<file path="config.mk">
export PLATFORM = sky130hd
export DESIGN_NAME = lbt_merge
export DESIGN_NICKNAME = d
export VERILOG_FILES = /design/src/rtl/lbt_pkg.sv /design/src/rtl/lbt_merge.sv
export SDC_FILE = /design/constraint.sdc
export NUM_CORES = 1
export LEC_CHECK = 0
export BUFFER_PORTS_ARGS = -buffer_cell sky130_fd_sc_hd__buf_2
export CORE_MARGIN = 2
export CORE_UTILIZATION = 40
export CTS_CLUSTER_DIAMETER = 40
export DETAILED_ROUTE_END_ITERATION = 10
export PLACE_DENSITY = 0.71
export SYNTH_ARGS = -nofsm -noshare
export SYNTH_HDL_FRONTEND = slang
export SYNTH_SLANG_ARGS = --single-unit
</file>
<file path="constraint.sdc">
create_clock -name i_clk -period 4.6 [get_ports i_clk]
set_input_delay 1.15 -clock i_clk [delete_from_list [all_inputs] [get_ports i_clk]]
set_output_delay 1.15 -clock i_clk [all_outputs]
set_load 0.02 [all_outputs]
</file>
<file path="src/rtl/lbt_pkg.sv">
`timescale 1ns / 1ps
// ----------------------------------------------------------------------------
// lbt_pkg
// Shared types, widths, codes and the saturation helper for the Lorentz
// boost transform.
// ----------------------------------------------------------------------------
package lbt_pkg;

    localparam int WORD_W = 32;
    localparam int PROD_W = 64;
    localparam int SUM_W  = 66;
    localparam int WIDE_W = 67;
    localparam int ADDR_W = 4;

    typedef logic signed [WORD_W-1:0] t_word;
    typedef logic [3:0][WORD_W-1:0] t_row;
    typedef logic [3:0][3:0][WORD_W-1:0] t_mat;
    typedef logic [3:0][SUM_W-1:0] t_sums;

    typedef enum logic [1:0] {
        REG_GAMMA,
        REG_UX,
        REG_UY,
        REG_UZ
    } t_reg_idx;

    typedef enum logic [2:0] {
        ST_IDLE,
        ST_SQ,
        ST_MUL,
        ST_DIV0,
        ST_DIV,
        ST_GM,
        ST_WR
    } t_bld_state;

    typedef struct packed {
        logic ld_prod;
        logic ld_sum;
    } t_lane_ctl;

    // Clamp a wide signed value to the 32-bit word range
    function automatic t_word sat_word(input logic signed [WIDE_W-1:0] x);
        t_word res;
        if ((&x[WIDE_W-1:WORD_W-1]) || !(|x[WIDE_W-1:WORD_W-1])) begin
            res = x[WORD_W-1:0];
        end else if (x[WIDE_W-1]) begin
            res = {1'b1, {(WORD_W-1){1'b0}}};
        end else begin
            res = {1'b0, {(WORD_W-1){1'b1}}};
        end
        return res;
    endfunction

endpackage

</file>
<file path="src/rtl/lbt_merge.sv">
`timescale 1ns / 1ps
// ----------------------------------------------------------------------------
// lbt_merge
// Output stage: round each lane sum half up, saturate, and register the
// four components as one result word.
// ----------------------------------------------------------------------------
module lbt_merge #(
    parameter int FRAC_BITS = 16
) (
    input  logic           i_clk,
    input  logic           i_ld,
    input  lbt_pkg::t_sums i_sums,
    output lbt_pkg::t_row  o_res
);
    import lbt_pkg::*;

    localparam logic signed [WIDE_W-1:0] HALF_W = WIDE_W'(1) << (FRAC_BITS - 1);

    logic signed [WIDE_W-1:0] rnd [4];
    t_row r_res;

    // Round and clamp each component
    always_comb begin
        for (int k = 0; k < 4; k++) begin
            rnd[k] = (WIDE_W'($signed(i_sums[k])) + HALF_W) >>> FRAC_BITS;
        end
    end

    // Hold the result word
    always_ff @(posedge i_clk) begin
        if (i_ld) begin
            for (int k = 0; k < 4; k++) begin
                r_res[k] <= sat_word(rnd[k]);
            end
        end
    end

    assign o_res = r_res;

endmodule

</file>
### Word-level counts from Yosys, hierarchy flattened

Cells that the tools add are included.

| word-level totals | value |
|---|---|
| output and inout bits | 128 |
| input port bits | 266 |
| bits in registers | 128 |

| operators by class | value |
|---|---|
| $add $sub $neg | 4 |
| reductions and logical operators | 16 |
| muxes and demuxes | 8 |

Operators with widths:

| operator | number |
|---|---|
| $add 66x17->67 const B | 4 |
| $mux 32 | 8 |
| $reduce_and 20->1 | 4 |
| $reduce_or 20->1 | 4 |
| $logic_not 1->1 | 4 |
| $logic_or 1x1->1 | 4 |

### Depth between registers and ports, before layout

| depth | value |
|---|---|
| depth in word-level cells | 5 |
| depth in mapped cells | 12 |
| depth with buffers taken out | 10 |

### Least setup slack after synthesis

No wires, ideal clock.

| timing path | value |
|---|---|
| kind | input -> register |
| start | in i_sums[21] in the netlist's numbering |
| end | reg r_res, in the netlist o_res[0] (data pin) |
| arrival time | 4087 ps |
| path buffers | 2 |
| path slack | 233 ps |
| data required time | 4320 ps |
| stages on the path | 11 |
| library setup time | 280 ps |
| path through | clkbuf_1 > nand4_1 > nor4_2 > nand2_1 > nor4_1 > xor2_1 > or4_1 > or4_4 > o22ai_4 > buf_6 > a21oi_2 |

| between the ends | value |
|---|---|
| longest elaborated chain between the ends | 5 |
| elaborated cells on any way between the ends | 7 |
| classes of those cells | add/sub (1); mux (2); reduce/logical (4) |

Ends and longest elaborated chain:

| item | RTL line | source |
|---|---|---|
| start, declared | lbt_merge.sv:12 | `input lbt_pkg::t_sums i_sums,` |
| $add 66x17->67 * | lbt_merge.sv:25 | `rnd[k] = (WIDE_W'($signed(i_sums[k])) + HALF_W) >>> FRAC_BITS;` |
| $reduce_or 20->1 | lbt_pkg.sv:45 | `if ((&x[WIDE_W-1:WORD_W-1]) \|\| !(\|x[WIDE_W-1:WORD_W-1])) begin` |
| $logic_not 1->1 | lbt_pkg.sv:45 |  |
| $logic_or 1x1->1 | lbt_pkg.sv:45 |  |
| $mux 32 * | lbt_pkg.sv:45 |  |
| end signal, assigned by index | lbt_merge.sv:33 | `r_res[k] <= sat_word(rnd[k]);` |
| end, declared | lbt_merge.sv:20 | `t_row r_res;` |

Mark *: on every way between the ends. The rest lies on a longest branch, timed or not.
A chain may end at the register's enable or synchronous reset.

### Final worst setup path

| timing path | value |
|---|---|
| start | in i_sums[161] in the netlist's numbering |
| end | reg r_res, in the netlist o_res[92] (data pin) |

Same word-level chain as after synthesis.

==> metrics.csv <==
metric,value,unit
grt_pass1_vias,9545,
tritoncts,built,
end_kind,flip-flop,
cp_top_family,simple AND/OR/NAND/NOR gates,
leakage,4.57,nW
synth_edf_count,128,
criticalPathCategory,input pin to flip-flop,
first_pass_iters,5,
num_rows,58,
ys_ff_latch,128,
cp_num_buf_inv,2,
num-fill-cells,2340,
hold_ws,1.13,ns
max_stage_delay,0.66,ns
relSlewSlack,0.506,
crit_fanout,31,
portBuffers,333,
crit_required,4.85,ns
min_period,4.08,ns
final-seq-area,0.00384,mm²
status,"complete, no violations",
postRouteAntennaNets,0,
via_per_inst,5.68,
synthCells,1070,
antenna_found_initial,0,
netlist_area,0.0103,mm²
clockBufferDepth,2,
critical_path.startpoint,i_sums[161],
post_cts.repair.setup_buffers,0,
dp_hpwl,25.2,mm
vdd_drop_max,0.000198,V
numCtsBuffers,17,
cts.sinks,128,
grt_pass1_wl,49.8,mm
die_area,0.0271,mm²
h-tree-depth,4,
synthFlopType,edfxtp_1,
gp_congestion,0.937,
slew_violations,0,
postSynth.asyncResetShare,0,
drc,0,
largest_register_ffs,128,
syn-num-nets,1340,
grt_max_degree,78,
multiInputGateArea,0.00620,mm²
wl,32.0,mm
die_x,165,µm
max_freq,245,MHz
core_area,0.0253,mm²
slowest_stage,or4b_2,
synth_top_area_share,0.373,
hold_viol,0,
num_vias,9995,
placed_cell_area,0.0125,mm²
crit_chain,"buf_2, nand4_1, or4_1, nor4b_1, xnor2_1, nand2_1, or4b_2, nor4_1, a21o_1, buf_12, mux2i_1",
start_util,0.409,
drtIter0Drc,965,
start_kind,input pin,
ioPinCount,394,
synth_cell_types,71,
tightest_slew,0.741,ns
path_depth,11,
synth-seq-area-share,0.373,
drive_gt1_frac,0.309,
overflow,0,
yosys_warnings,0,
cp.arrival,4.32,ns
power.density,261,mW/mm²
worstHoldStart,i_sums[242],
hold_depth,3,
final_area,0.0131,mm²
yosysTopAreaCell,edfxtp_1,
post_drt_wl_per_cell,18.2,µm
setup_tns,0,ns
cts_root_buffer,clkbuf_16,
fin_crit_sh,0.886,
layout.nets,1687,
holdBufCountCts,0,
track_usage,0.233,
post_cts_resize_count,0,
die_h,165,µm
maxCapViolCount,0,
path_clk_slew,0.08,ns
setup_viol_count_final,0,
min_to,o_res[124],
rsz0062_at_grt,no,
synth_area_leaders,"edfxtp_1 37%, mux2i_1 9.4%, xor2_1 7.9%",
min_path_type,input pin to flip-flop,
avgSynthCellArea,9.64,µm²
area_growth_syn_to_layout,26.9,%
-- tightest hold or removal path, delay by kind of cell --
kind | cells | cell delay (ns)
buffers and inverters | 1 | 0.10
multiplexers | 1 | 0.12
XOR/XNOR | 1 | 0.06
-- worst max-delay path by stage --
stage                     end  slack [ns]
finish              o_res[92]        0.52
CTS                 o_res[92]        0.54
global placement    o_res[93]        0.16
floorplan            o_res[0]        0.23
global route        o_res[81]        0.27
detailed placement  o_res[72]        0.09
-- metrics by stage --
stage	util	worst slack, ns	cells	total power, mW
2_1_floorplan	-	0.233	1070	1.75
4_1_cts	0.518	0.539	1760	3.44
3_5_place_dp	0.496	0.0878	1728	2.08
3_3_place_gp	0.496	0.157	1728	2.08
6_report	0.518	0.524	1761	3.41
5_1_grt	0.518	0.269	1760	3.55
-- placed cells by master (no fill, tap or decap), drive strengths merged, types with 5 or more instances in the layout --
cell type	instances
o31a	7
clkinvlp	6
nand2	92
xor2	93
mux2i	97
clkbuf	18
or4	10
nor2	59
o21ai	11
nand4	89
nor3	43
a21oi	34
and4	25
or3	8
edfxtp	128
buf	368
clkinv	6
nor4	43
and3	22
nand3	83
nor2b	5
nor4b	7
nand3b	5
and2	10
xnor2	79
inv	15
or2	11
-- final cells by class --
| cell class | instances | area share |
|---|---|---|
| flip-flops and latches | 128 | 0.294 |
| well taps | 330 | 0.0315 |
| clock inverters | 14 | 0.0110 |
| inverters | 15 | 0.00430 |
| repair buffers | 368 | 0.153 |
| diodes | 1 | 0.000191 |
| clock buffers | 18 | 0.0328 |
| multi-input cells | 887 | 0.473 |
-- cell families after synthesis --
family	after synthesis	synth area share
AND/OR/NAND/NOR	524	0.291
adder cells (fa/ha/maj)	4	0.00485
flip-flops	128	0.373
buffers and inverters	55	0.0272
AO/OA/AOI/OAI	89	0.0637
multiplexers	98	0.0952
XOR/XNOR	172	0.146
-- cell usage after synthesis, types with 3 or more instances --
| library cell | number |
|---|---|
| nand4_2 | 3 |
| nor2b_1 | 5 |
| buf_2 | 5 |
| and2_1 | 10 |
| xnor2_1 | 79 |
| or3_1 | 8 |
| a21oi_2 | 10 |
| a211o_1 | 3 |
| inv_1 | 15 |
| nor3_1 | 40 |
| or4_4 | 3 |
| or2_2 | 9 |
| buf_6 | 9 |
| nor4_4 | 4 |
| nand4_1 | 86 |
| nand3_1 | 82 |
| and4b_1 | 3 |
| o31a_1 | 7 |
| nor4b_1 | 6 |
| xor2_1 | 93 |
| and4_1 | 25 |
| or4_1 | 7 |
| ha_1 | 4 |
| a21o_1 | 4 |
| o211ai_1 | 4 |
| nand3b_1 | 5 |
| nand2_1 | 92 |
| mux2i_1 | 97 |
| edfxtp_1 | 128 |
| clkbuf_1 | 25 |
| nor3_2 | 3 |
| and3_1 | 22 |
| a21oi_1 | 24 |
| o21ai_0 | 11 |
| nor4_1 | 38 |
| nor2_1 | 58 |
-- routing by layer --
metal | up-vias | global-route usage | part of all wire
met4 | 0 | 0.0688 | 0.019
met3 | 44 | 0.0419 | 0.073
met5 | - | 0 | 0
li1 | 4800 | - | -
met1 | 4700 | 0.307 | 0.43
met2 | 451 | 0.390 | 0.48
-- report_power, final --
group          internal (mW)  switching, mW
registers               1.39         0.0240
logic                  0.230          0.423
clock network          0.795          0.554
Power figures use the tool's default switching activity.
